--- config.mk ---
export PLATFORM = sky130hd
export DESIGN_NAME = gregorian_date_difference_core_flat
export DESIGN_NICKNAME = d
export VERILOG_FILES = /design/src/hw/rtl/gdd_pkg.sv /design/src/hw/rtl/gdd_if.sv /design/src/hw/rtl/gregorian_date_difference_core.sv /design/src/flat_wrapper.sv
export VERILOG_INCLUDE_DIRS = /design/src /design/src/hw/rtl
export SDC_FILE = /design/constraint.sdc
export NUM_CORES = 1
export LEC_CHECK = 0
export ABC_AREA = 1
export ABC_CLOCK_PERIOD_IN_PS = 13100
export BUFFER_PORTS_ARGS = -buffer_cell sky130_fd_sc_hd__buf_4
export CAP_MARGIN = 15
export CORE_AREA = 2 2 188 190
export CTS_CLUSTER_DIAMETER = 30
export DETAILED_ROUTE_END_ITERATION = 10
export DIE_AREA = 0 0 190 192
export GPL_ROUTABILITY_DRIVEN = 0
export RECOVER_POWER = 25
export SYNTH_ARGS = -nofsm -noshare
export SYNTH_HDL_FRONTEND = slang
export SYNTH_SLANG_ARGS = --single-unit
--- constraint.sdc ---
create_clock -name i_clk -period 13.1 [get_ports i_clk]
set_input_delay 2.62 -clock i_clk [delete_from_list [all_inputs] [get_ports i_clk]]
set_output_delay 2.62 -clock i_clk [all_outputs]
set_load 0.005 [all_outputs]
--- src/hw/rtl/gregorian_date_difference_core_assert.svh ---
// Assertion macros for the date difference core.
// Expects i_clk and i_rst_n in the including scope; no other dependencies.
`ifndef GREGORIAN_DATE_DIFFERENCE_CORE_ASSERT_SVH
`define GREGORIAN_DATE_DIFFERENCE_CORE_ASSERT_SVH

// same-cycle implication, checked outside reset
`define GDD_ASSERT_NOW(label, ante, cons, msg) \
    label: assert property (@(posedge i_clk) disable iff (!i_rst_n) \
        (ante) |-> (cons)) else $error(msg);

// next-cycle implication, checked outside reset
`define GDD_ASSERT_NXT(label, ante, cons, msg) \
    label: assert property (@(posedge i_clk) disable iff (!i_rst_n) \
        (ante) |=> (cons)) else $error(msg);

`endif

--- src/hw/rtl/gdd_pkg.sv ---
// Types, constants, tables and microprogram of the date difference core.
// No dependencies; used by the channel interfaces and the core.
package gdd_pkg;

    typedef struct packed {
        logic [4:0]  start_day;
        logic [3:0]  start_month;
        logic [13:0] start_year;
        logic [4:0]  end_day;
        logic [3:0]  end_month;
        logic [13:0] end_year;
    } t_in_word;

    typedef struct packed {
        logic signed [22:0] day_difference;
        logic [1:0]         date_order;
        logic               status;
    } t_out_word;

    localparam logic [1:0] ORDER_EQUAL   = 2'd0;
    localparam logic [1:0] ORDER_LATER   = 2'd1;
    localparam logic [1:0] ORDER_EARLIER = 2'd2;

    localparam logic STATUS_OK      = 1'b0;
    localparam logic STATUS_INVALID = 1'b1;

    localparam int ACC_W  = 25;
    localparam int TERM_W = 23;

    localparam logic signed [ACC_W-1:0] DIFF_MAX = 25'sd4194303;
    localparam logic signed [ACC_W-1:0] DIFF_MIN = -25'sd4194304;

    // floor(y / 100) = (y * 5243) >> 19, exact for y below 43690
    localparam logic [12:0] RECIP100   = 13'd5243;
    localparam int          RECIP_SHFT = 19;

    localparam logic [8:0] DAYS_PER_YEAR = 9'd365;

    localparam logic [3:0] MONTH_JAN = 4'd1;
    localparam logic [3:0] MONTH_FEB = 4'd2;
    localparam logic [3:0] MONTH_DEC = 4'd12;

    typedef logic [4:0] t_step;

    typedef enum logic [2:0] {
        SRC_NONE,
        SRC_PROD,
        SRC_CEIL4,
        SRC_CEIL100,
        SRC_CEIL400,
        SRC_MDAY
    } t_src;

    typedef struct packed {
        logic  sel_end;
        logic  do_quo;
        logic  do_rem;
        logic  do_chk;
        logic  do_mul;
        t_src  src;
        logic  neg;
        logic  jmp_bad;
        t_step tgt;
        logic  fin;
    } t_uword;

    localparam t_uword UW_NOP = '0;

    localparam t_step S_QUO    = 5'd0;
    localparam t_step S_REM    = 5'd1;
    localparam t_step S_CHK    = 5'd2;
    localparam t_step S_PROD   = 5'd3;
    localparam t_step S_C4     = 5'd4;
    localparam t_step S_C100   = 5'd5;
    localparam t_step S_C400   = 5'd6;
    localparam t_step S_MDAY   = 5'd7;
    localparam t_step E_QUO    = 5'd8;
    localparam t_step E_REM    = 5'd9;
    localparam t_step E_CHK    = 5'd10;
    localparam t_step E_PROD   = 5'd11;
    localparam t_step E_C4     = 5'd12;
    localparam t_step E_C100   = 5'd13;
    localparam t_step E_C400   = 5'd14;
    localparam t_step E_MDAY   = 5'd15;
    localparam t_step STEP_FIN = 5'd16;

    function automatic logic [8:0] days_before_month(input logic [3:0] m);
        logic [8:0] d;
        unique case (m)
            4'd1:    d = 9'd0;
            4'd2:    d = 9'd31;
            4'd3:    d = 9'd59;
            4'd4:    d = 9'd90;
            4'd5:    d = 9'd120;
            4'd6:    d = 9'd151;
            4'd7:    d = 9'd181;
            4'd8:    d = 9'd212;
            4'd9:    d = 9'd243;
            4'd10:   d = 9'd273;
            4'd11:   d = 9'd304;
            4'd12:   d = 9'd334;
            default: d = 9'd0;
        endcase
        return d;
    endfunction

    function automatic logic [4:0] month_length(input logic [3:0] m, input logic leap);
        logic [4:0] n;
        unique case (m)
            4'd2:                                   n = leap ? 5'd29 : 5'd28;
            4'd4, 4'd6, 4'd9, 4'd11:                n = 5'd30;
            4'd1, 4'd3, 4'd5, 4'd7, 4'd8, 4'd10,
            4'd12:                                  n = 5'd31;
            default:                                n = 5'd0;
        endcase
        return n;
    endfunction

    // Start date is subtracted, end date added; the century term flips sign.
    function automatic t_uword ucode(input t_step step);
        t_uword w;
        w         = UW_NOP;
        w.sel_end = (step >= E_QUO);
        unique case (step)
            S_QUO, E_QUO: w.do_quo = 1'b1;
            S_REM, E_REM: w.do_rem = 1'b1;
            S_CHK, E_CHK: begin
                w.do_chk = 1'b1;
                w.do_mul = 1'b1;
            end
            S_PROD, E_PROD: begin
                w.src     = SRC_PROD;
                w.neg     = (step == S_PROD);
                w.jmp_bad = 1'b1;
                w.tgt     = E_MDAY;
            end
            S_C4, E_C4: begin
                w.src = SRC_CEIL4;
                w.neg = (step == S_C4);
            end
            S_C100, E_C100: begin
                w.src = SRC_CEIL100;
                w.neg = (step == E_C100);
            end
            S_C400, E_C400: begin
                w.src = SRC_CEIL400;
                w.neg = (step == S_C400);
            end
            S_MDAY, E_MDAY: begin
                w.src = SRC_MDAY;
                w.neg = (step == S_MDAY);
            end
            STEP_FIN: w.fin = 1'b1;
            default:  w = UW_NOP;
        endcase
        return w;
    endfunction

endpackage

--- src/hw/rtl/gdd_if.sv ---
// Valid/ready channels of the date difference core: date pair in, result out.
// Depends on gdd_pkg for the word types.
interface gdd_in_if import gdd_pkg::*; ();
    logic     valid;
    logic     ready;
    t_in_word data;

    modport source (output valid, output data, input ready);
    modport sink   (input valid, input data, output ready);
endinterface

interface gdd_out_if import gdd_pkg::*; ();
    logic      valid;
    logic      ready;
    t_out_word data;

    modport source (output valid, output data, input ready);
    modport sink   (input valid, input data, output ready);
endinterface

--- src/hw/rtl/gregorian_date_difference_core.sv ---
// Each accepted date pair runs through the 17-step microprogram on the shared
// year/month datapath, one date pair at a time; an invalid start or end date branches
// early to the last term. A full output register holds the last step. A new date pair
// is taken while the previous result waits.
// Reset (synchronous, active low) returns the sequencer to idle and empties the output.
module gregorian_date_difference_core import gdd_pkg::*; #(
    parameter int MAX_YEAR = 9999
) (
    input  logic       i_clk,
    input  logic       i_rst_n,
    gdd_in_if.sink     i_in,
    gdd_out_if.source  o_out
);

    `include "gregorian_date_difference_core_assert.svh"

    logic                    r_busy;
    t_step                   r_step;
    t_in_word                r_dates;
    logic [7:0]              r_q;
    logic [8:0]              r_c100;
    logic                    r_leap;
    logic                    r_bad;
    logic [TERM_W-1:0]       r_prod;
    logic signed [ACC_W-1:0] r_acc;
    logic                    r_out_valid;
    t_out_word               r_out;

    t_uword                  uw;
    logic [13:0]             y_sel;
    logic [3:0]              m_sel;
    logic [4:0]              d_sel;
    logic [26:0]             quo_prod;
    logic [13:0]             hundreds;
    logic                    rem_nz;
    logic                    date_ok;
    logic [14:0]             y_plus3;
    logic [9:0]              c100_plus3;
    logic [8:0]              mday;
    logic [TERM_W-1:0]       term;
    logic signed [ACC_W-1:0] n_acc;
    t_step                   n_step;
    logic                    in_take;
    logic                    out_free;
    t_out_word               n_out;

    assign uw       = ucode(r_step);
    assign in_take  = i_in.valid && !r_busy;
    assign out_free = !r_out_valid || o_out.ready;

    assign i_in.ready  = !r_busy;
    assign o_out.valid = r_out_valid;
    assign o_out.data  = r_out;

    assign y_sel = uw.sel_end ? r_dates.end_year  : r_dates.start_year;
    assign m_sel = uw.sel_end ? r_dates.end_month : r_dates.start_month;
    assign d_sel = uw.sel_end ? r_dates.end_day   : r_dates.start_day;

    assign quo_prod = 27'(y_sel) * 27'(RECIP100);
    assign hundreds = 14'(14'(r_q) * 14'd100);
    assign rem_nz   = (y_sel != hundreds);

    assign date_ok = (17'(y_sel) <= 17'(MAX_YEAR))
                  && (m_sel >= MONTH_JAN) && (m_sel <= MONTH_DEC)
                  && (d_sel != 5'd0) && (d_sel <= month_length(m_sel, r_leap));

    assign y_plus3    = 15'(y_sel) + 15'd3;
    assign c100_plus3 = 10'(r_c100) + 10'd3;
    assign mday       = days_before_month(m_sel)
                      + 9'((m_sel > MONTH_FEB) && r_leap) + 9'(d_sel);

    always_comb begin
        unique case (uw.src)
            SRC_PROD:    term = r_prod;
            SRC_CEIL4:   term = TERM_W'(y_plus3[14:2]);
            SRC_CEIL100: term = TERM_W'(r_c100);
            SRC_CEIL400: term = TERM_W'(c100_plus3[9:2]);
            SRC_MDAY:    term = TERM_W'(mday);
            default:     term = '0;
        endcase
        n_acc = uw.neg ? r_acc - $signed({2'b00, term})
                       : r_acc + $signed({2'b00, term});
    end

    // advance, or take the branch to the last term when a date is invalid
    always_comb begin
        if (uw.jmp_bad && r_bad) begin
            n_step = uw.tgt;
        end else begin
            n_step = r_step + 5'd1;
        end
    end

    always_comb begin
        n_out.status = r_bad ? STATUS_INVALID : STATUS_OK;
        if (r_bad) begin
            n_out.day_difference = '0;
            n_out.date_order     = ORDER_EQUAL;
        end else begin
            priority if (r_acc > DIFF_MAX) begin
                n_out.day_difference = DIFF_MAX[22:0];
            end else if (r_acc < DIFF_MIN) begin
                n_out.day_difference = DIFF_MIN[22:0];
            end else begin
                n_out.day_difference = r_acc[22:0];
            end
            priority if (r_acc == '0) begin
                n_out.date_order = ORDER_EQUAL;
            end else if (r_acc < 0) begin
                n_out.date_order = ORDER_LATER;
            end else begin
                n_out.date_order = ORDER_EARLIER;
            end
        end
    end

    // control state
    always_ff @(posedge i_clk) begin
        if (!i_rst_n) begin
            r_busy      <= 1'b0;
            r_step      <= S_QUO;
            r_out_valid <= 1'b0;
        end else begin
            if (r_busy && uw.fin && out_free) begin
                r_out_valid <= 1'b1;
            end else if (o_out.ready) begin
                r_out_valid <= 1'b0;
            end
            if (!r_busy) begin
                if (in_take) begin
                    r_busy <= 1'b1;
                    r_step <= S_QUO;
                end
            end else if (uw.fin) begin
                // hold in the last step until the output register frees up
                if (out_free) begin
                    r_busy <= 1'b0;
                end
            end else begin
                r_step <= n_step;
            end
        end
    end

    // datapath
    always_ff @(posedge i_clk) begin
        if (in_take) begin
            r_dates <= i_in.data;
            r_acc   <= '0;
            r_bad   <= 1'b0;
        end else if (r_busy) begin
            if (uw.do_quo) begin
                r_q <= quo_prod[RECIP_SHFT +: 8];
            end
            if (uw.do_rem) begin
                r_c100 <= 9'(r_q) + 9'(rem_nz);
                r_leap <= (y_sel[1:0] == 2'b00) && (rem_nz || (r_q[1:0] == 2'b00));
            end
            if (uw.do_chk) begin
                r_bad <= r_bad || !date_ok;
            end
            if (uw.do_mul) begin
                r_prod <= TERM_W'(TERM_W'(y_sel) * TERM_W'(DAYS_PER_YEAR));
            end
            if (uw.src != SRC_NONE) begin
                r_acc <= n_acc;
            end
        end
        if (r_busy && uw.fin && out_free) begin
            r_out <= n_out;
        end
    end

    `GDD_ASSERT_NXT(a_accept_starts, i_in.valid && i_in.ready,
        r_busy && r_step == S_QUO, "sequencer did not start on accept")
    `GDD_ASSERT_NOW(a_step_range, r_busy, r_step <= STEP_FIN,
        "step counter ran past the program")
    `GDD_ASSERT_NOW(a_invalid_zero, o_out.valid && o_out.data.status == STATUS_INVALID,
        o_out.data.day_difference == '0 && o_out.data.date_order == ORDER_EQUAL,
        "invalid result not zeroed")
    `GDD_ASSERT_NOW(a_order_sign, o_out.valid && o_out.data.status == STATUS_OK,
        (o_out.data.date_order == ORDER_EQUAL) == (o_out.data.day_difference == '0),
        "order disagrees with difference")

endmodule
--- src/flat_wrapper.sv ---
// flat-port wrapper written by rule: the top's interface ports become plain ports
module gregorian_date_difference_core_flat import gdd_pkg::*;
#(
    parameter int MAX_YEAR = 9999
)
  (i_clk, i_rst_n, i_in_valid, i_in_data, i_in_ready, o_out_valid, o_out_data, o_out_ready);
  gdd_in_if i_in_i ();
  gdd_out_if o_out_i ();
  input  logic i_clk;
  input  logic i_rst_n;
  input wire logic [$bits(i_in_i.valid)-1:0] i_in_valid;
  input wire logic [$bits(i_in_i.data)-1:0] i_in_data;
  output wire logic [$bits(i_in_i.ready)-1:0] i_in_ready;
  output wire logic [$bits(o_out_i.valid)-1:0] o_out_valid;
  output wire logic [$bits(o_out_i.data)-1:0] o_out_data;
  input wire logic [$bits(o_out_i.ready)-1:0] o_out_ready;
  assign i_in_i.valid = i_in_valid;
  assign i_in_i.data = i_in_data;
  assign i_in_ready = i_in_i.ready;
  assign o_out_valid = o_out_i.valid;
  assign o_out_data = o_out_i.data;
  assign o_out_i.ready = o_out_ready;
  gregorian_date_difference_core #(.MAX_YEAR(MAX_YEAR)) u_core (.i_clk(i_clk), .i_rst_n(i_rst_n), .i_in(i_in_i), .o_out(o_out_i));
endmodule
Yosys cells after proc, flatten, opt, wreduce, memory -nomap -nowiden
Memory sizes are Yosys's and may differ from the RTL's.
Index checks and enable logic that the tools add are counted.
Widths: inputs -> output; s select.
- register bits after elaboration: 146
- bits in read-only memories: 144
- input bits: 50
- output and inout bits: 28
- logic and storage cells: 147
- memories kept: 1
- memories (memory ; words ; bits a word ; rd ports ; clocked after memory_dff ; wr ports ; RTL line ; RTL):
    (name not given) ; 16 ; 9 ; 1 ; 0 ; 0 ; gdd_pkg.sv:89 ; unique case (m)
- add/subtract/negate cells: 8
- multipliers: 3
- magnitude comparators: 9
- equality and inequality tests: 35
- muxes and demuxes: 28
- bitwise operators: 1
- reductions and logical operators: 43
- operator list (kind ; number):
    $pmux 23 s5 ; 1
    $eq 5x4->1 const B ; 8
    $mul 14x13->27 const B ; 1
    $add 25x24->25 ; 1
    $gt 25x23->1 const B ; 1
    $logic_not 25->1 ; 1
    $lt 25x1->1 const B ; 1
    $lt 25x23->1 const B ; 1
    $mux 25 ; 1
    $mux 5 ; 5
    $sub 25x24->25 ; 1
    $mul 14x9->23 const B ; 1
    $mux 23 ; 1
    $mux 22 ; 1
    $eq 4x4->1 const B ; 5
    $eq 5x3->1 const B ; 4
    $pmux 4 s5 ; 1
    $reduce_or 2->1 ; 10
    $reduce_or 17->1 ; 1
    $eq 4x3->1 const B ; 4
    $add 14x2->15 const B ; 1
    $pmux 5 s3 ; 1
    $le 14x14->1 const B ; 1
    $mux 14 ; 1
    38 further kinds ; 73

Longest topological paths before layout
- depth in word-level cells: 11
- gate-level depth with buffers: 50
- depth with buffers taken out: 48

Least setup slack after synthesis
Ideal clock, no wire load.
- path kind: reg-to-reg
- start point: reg u_core.r_step[0]
- end point: reg u_core.r_prod[22], data pin
- setup time: 0.262 ns
- data arrival time: 6.334 ns
- required time: 12.838 ns
- slack: 6.503 ns
- cell stages (with the launch flop): 33
- path buffers: 3
- clock period less this slack: 6.597 ns
- cell sequence: dfxtp_1 > ha_1 > nand2_1 > nor2_1 > ha_1 > nor2_1 > nand3_4 > nand2_4 > buf_12 > buf_6 > buf_6 > o21ai_0 > inv_1 > ha_1 > fa_1 > inv_1 > fa_1 > inv_1 > fa_1 > ha_1 > nand2_1 > o21ai_0 > a21boi_0 > o21ai_0 > a21oi_1 > o21bai_1 > a21oi_1 > o21bai_1 > nand3_1 > nand2_1 > nand2_1 > a21oi_1 > xor2_1
- word-level cells in the longest chain between the ends: 5
- elaborated cells on any way between the ends: 22
- those cells by class: 1 x mul; 1 x order compare; 16 x eq/ne; 2 x mux; 2 x reduce/logical
- RTL lines (what ; RTL line ; RTL):
    start, declared ; gregorian_date_difference_core.sv:18 ; t_step r_step;
    start signal, assigned ; gregorian_date_difference_core.sv:140 ; r_step <= n_step;
    $eq 5x4->1, or another cell as far along ; gdd_pkg.sv:124 ; unique case (step)
    $reduce_or 17->1 (no line) ; -- ;
    $mux 1 * ; gdd_pkg.sv:124 ;
    $mux 14 * ; gregorian_date_difference_core.sv:55 ; assign y_sel = uw.sel_end ? r_dates.end_year : r_dates.start_year;
    via u_core.y_sel[1] ; gregorian_date_difference_core.sv:30 ; logic [13:0] y_sel;
    $mul 14x9->23 * ; gregorian_date_difference_core.sv:163 ; r_prod <= TERM_W'(TERM_W'(y_sel) * TERM_W'(DAYS_PER_YEAR));
    end signal, assigned ; gregorian_date_difference_core.sv:163 ;
    end, declared ; gregorian_date_difference_core.sv:24 ; logic [TERM_W-1:0] r_prod;
The timed path passes the listed nets; every way through them passes the cells marked *.
A chain may end at the register's enable or synchronous reset.

Final worst setup path
- start point: reg u_core.r_step[0]
- end point: reg u_core.r_prod[22], data pin
- word-level cells in the longest chain between the ends: 5
- elaborated cells on any way between the ends: 22
- those cells by class: 1 x mul; 1 x order compare; 16 x eq/ne; 2 x mux; 2 x reduce/logical
- RTL lines (what ; RTL line):
    $eq 5x4->1, or another cell as far along ; gdd_pkg.sv:124
    $reduce_or 17->1 (no line) ; --
    $mux 1 * ; gdd_pkg.sv:124
    $mux 14 * ; gregorian_date_difference_core.sv:55
    $mul 14x9->23 * ; gregorian_date_difference_core.sv:163
Mark *: on every way between the ends. The rest lies on a longest branch, timed or not.

==> results.md <==
* Slowest stage delay, CP at 0.67 ns
* Worst hold margin at 0.5003 ns
* Routed length per instance at 15.64 µm
* Startpoint type of the worst setup path: flip-flop
* Worst hold path type: reg2reg
* Seq/Total Area, Yosys at 27.10%
* Setup repair after global routing missed its margin: no
* Leak Pwr at between 0.008 and 0.009 µW
* CP Class: reg2reg
* Final critical path time including I/O delays and setup at about 7.7 ns
* Slew Viols, Final at 0
* PwrDens at 150.8 mW/mm²
* Buffers from clock root to sink, at most at 2
* Family with the most delay on the worst path: adder cells
* Max_cap viols at 0
* Count of hold-fix buffers inserted at cts at 0
* Detailed-route vias per instance at ~5
* DRC errors left at 0
* Post-cts sizing count at 0
* Outcome: finished, final reports clean
* Library cell used as clock root buffer: sky130_fd_sc_hd__clkbuf_16
* Post-CTS setup buffers at 0
* DR pass1 iterations at 7
* Max FO, Critical Path at between 40 and 50
* Nets@finish at 2132
* Clk pin slew, worst setup/hold paths at roughly 0.060 ns
* Proportion of register bits with asynchronous set or reset after synthesis at 0%
* Global Route met1 Usage at 27.26%
* #FFs+latches synth at about 150
* Setup tns final at 0 ns
* Top-Level Pins at 78
* Hold Vio Cnt, Final at 0
* Data arrival at the endpoint of the critical path at 7.88 ns
* Die boundary height at 192 µm
* Source-to-sink clock delay at the later pin of the worst-skew pair at about 0.45 ns
* Antenna diode instance count at 0
* Number of antenna-violating nets in the routed design at 0
* Commonest non-fill, non-tap cells in the layout: sky130_fd_sc_hd__inv_1 (333), sky130_fd_sc_hd__nand2_1 (227), sky130_fd_sc_hd__ha_1 (224)
* Number of H-tree levels at 4
* HPWL reported at the end of detailed placement at around 29000 µm
* Layout cells sized above 1 at 10.17%
* Post-synthesis to final-layout area growth at 11.19%
* CTS tree: done
* Setup skew after layout at 0.01045 ns
* Via count at approximately 11000
* First-pass GRT wire length at approximately 57000 µm
* Cell seen most often among critical-path stages: sky130_fd_sc_hd__inv_1
* Final critical-path share of the clock period at 58.40%
* Standard cell with the maximum stage delay on the critical path: sky130_fd_sc_hd__o21ai_1
* Ys flop type: sky130_fd_sc_hd__edfxtp_1
* Number of buffers and inverters on the critical path at 4
* Detailed-route wire length at 34640 µm
* CP endpoint kind: flip-flop
* Port Buf Inserts at 77
* Number of enable flip-flop cells after synthesis at ~110
* Post-synthesis instance total at about 1700
* Number of global-route vias before repair at 10990
* Global-route met2 utilization at 33.51%
* Worst-Margin Slew at 1.394 ns
* Initial standard-cell utilization of the core at a little over two fifths
* Clock net sink count at around 150
* Number of warnings printed during yosys synthesis at 0
* Die ar. at 0.03648 mm²
* Global route hottest layer: met2
* Net Count, Synth at 2048
* Most common cell after layout, fill and taps aside: sky130_fd_sc_hd__inv_1
* Critical path data required time at 13.33 ns
* Netlist area before placement at 0.01496 mm²
* Row count at 68
* Maximum number of pins on one net before global-route repair at 62
* Antenna violations before repair at 0
* Overall routing resource usage at between 20% and 30%
* Mean instance size in the synthesized netlist at 8.994 µm²
* Remaining Overflow, GRT at 0
* Total clock buffers created by CTS at 17
* Die width at 190 µm
* Worst relative slew slack at 7.082%
* Worst-case vdd ir drop at 110.3 µV
* Max Clk Rate at 0.1307 GHz
* Endpoints failing setup at 0
* Number of DRC markers in iteration 0 at 657
* Met3 Use GR at under 10%
* Standard cell core area at around 0.034 mm²
* Unique cell type count in the Yosys netlist at a little over 60
[metal layers]
| layer | wire length [µm] | vias up | share of wire [%] |
|---|---|---|---|
| met5 | 0 | - | 0 |
| met4 | 486 | 0 | 1.4 |
| met3 | 1309 | 35 | 3.8 |
| met2 | 16310 | 212 | 47 |
| met1 | 16530 | 5230 | 48 |
| li1 | - | 5631 | - |
[synth_stat cells, drive strengths merged, types with 8 or more instances]
cell type,n,share of area (%)
clkbuf,13,0.33
xnor2,28,1.6
dfxtp,33,4.4
nand2,240,6.4
nor2,93,2.6
nor4,11,0.46
nor3,16,0.54
a21oi,120,4.2
fa,111,15
inv,342,8.6
nand4,17,0.75
ha,224,19
xor2,55,3.2
o21ai,85,3.2
nand3b,9,0.45
buf,8,0.54
edfxtp,113,23
nand3,81,3.0
[per-stage QoR]
step	cells	worst slack (ns)	utilization (%)	area [µm²]	total power (µW)
3_5_place_dp	2183	5.480	46.84	16060	2027
6_report	2215	5.450	48.50	16630	2508
2_1_floorplan	1663	6.503	-	14960	1706
4_1_cts	2215	5.456	48.53	16640	2536
3_3_place_gp	2183	5.645	46.84	16060	2007
5_1_grt	2215	4.554	48.50	16630	2793
[state kept, by name (all words and copies together), names as in the netlist]
| signal | flops |
|---|---|
| u_core.r_dates | 46 |
| u_core.o_out.data | 26 |
| u_core.r_acc | 25 |
| u_core.r_prod | 23 |
| u_core.r_c100 | 9 |
| u_core.r_q | 8 |
| u_core.r_step | 5 |
| u_core.o_out.valid | 1 |
| u_core.r_bad | 1 |
| u_core.r_busy | 1 |
| u_core.r_leap | 1 |
[where the power goes]
part / internal (µW) / total [µW] / switching (µW)
registers: 571 / 595 / 24.1
clock network: 286 / 493 / 207
logic: 608 / 1420 / 812
[logic make-up after synthesis]
family                   count (synthesis)  synth area share [%]
multiplexers                             3                0.2258
flip-flops                             146                 27.10
adder cells (fa/ha/maj)                335                 33.60
XOR/XNOR                                83                 4.860
AO/OA/AOI/OAI                          258                 10.17
buffers and inverters                  364                 9.478
AND/OR/NAND/NOR                        474                 14.56
[path summary, 6_finish.rpt]
path	start	end	slack, ns	cells after the start
worst max-delay path	u_core.r_step[0]$_SDFFE_PN0P_	u_core.r_prod[22]$_DFFE_PP_	5.45	29
worst min-delay path	u_core.o_out.valid$_SDFFE_PN0P_	u_core.o_out.valid$_SDFFE_PN0P_	0.50	2
worst max register to register	u_core.r_step[0]$_SDFFE_PN0P_	u_core.r_prod[22]$_DFFE_PP_	5.45	29
worst min register to register	u_core.o_out.valid$_SDFFE_PN0P_	u_core.o_out.valid$_SDFFE_PN0P_	0.50	2
[worst min-delay path: stages (launching register included)]
cell	delay, ns
sky130_fd_sc_hd__dfxtp_1	0.33
sky130_fd_sc_hd__nand2_1	0.07
sky130_fd_sc_hd__a21oi_1	0.05
[area by class of cell]
cell class | instances | area [µm²]
Clock inverter | 11 | 128.9
Clock buffer | 21 | 450.4
Sequential cell | 146 | 4054
Inverter | 343 | 1287
Timing Repair Buffer | 86 | 638.1
Fill cell | 3272 | 17660
Multi-Input combinational cell | 1153 | 9503
Tap cell | 455 | 569.3
No activity file was read; power rests on OpenSTA's default activity.
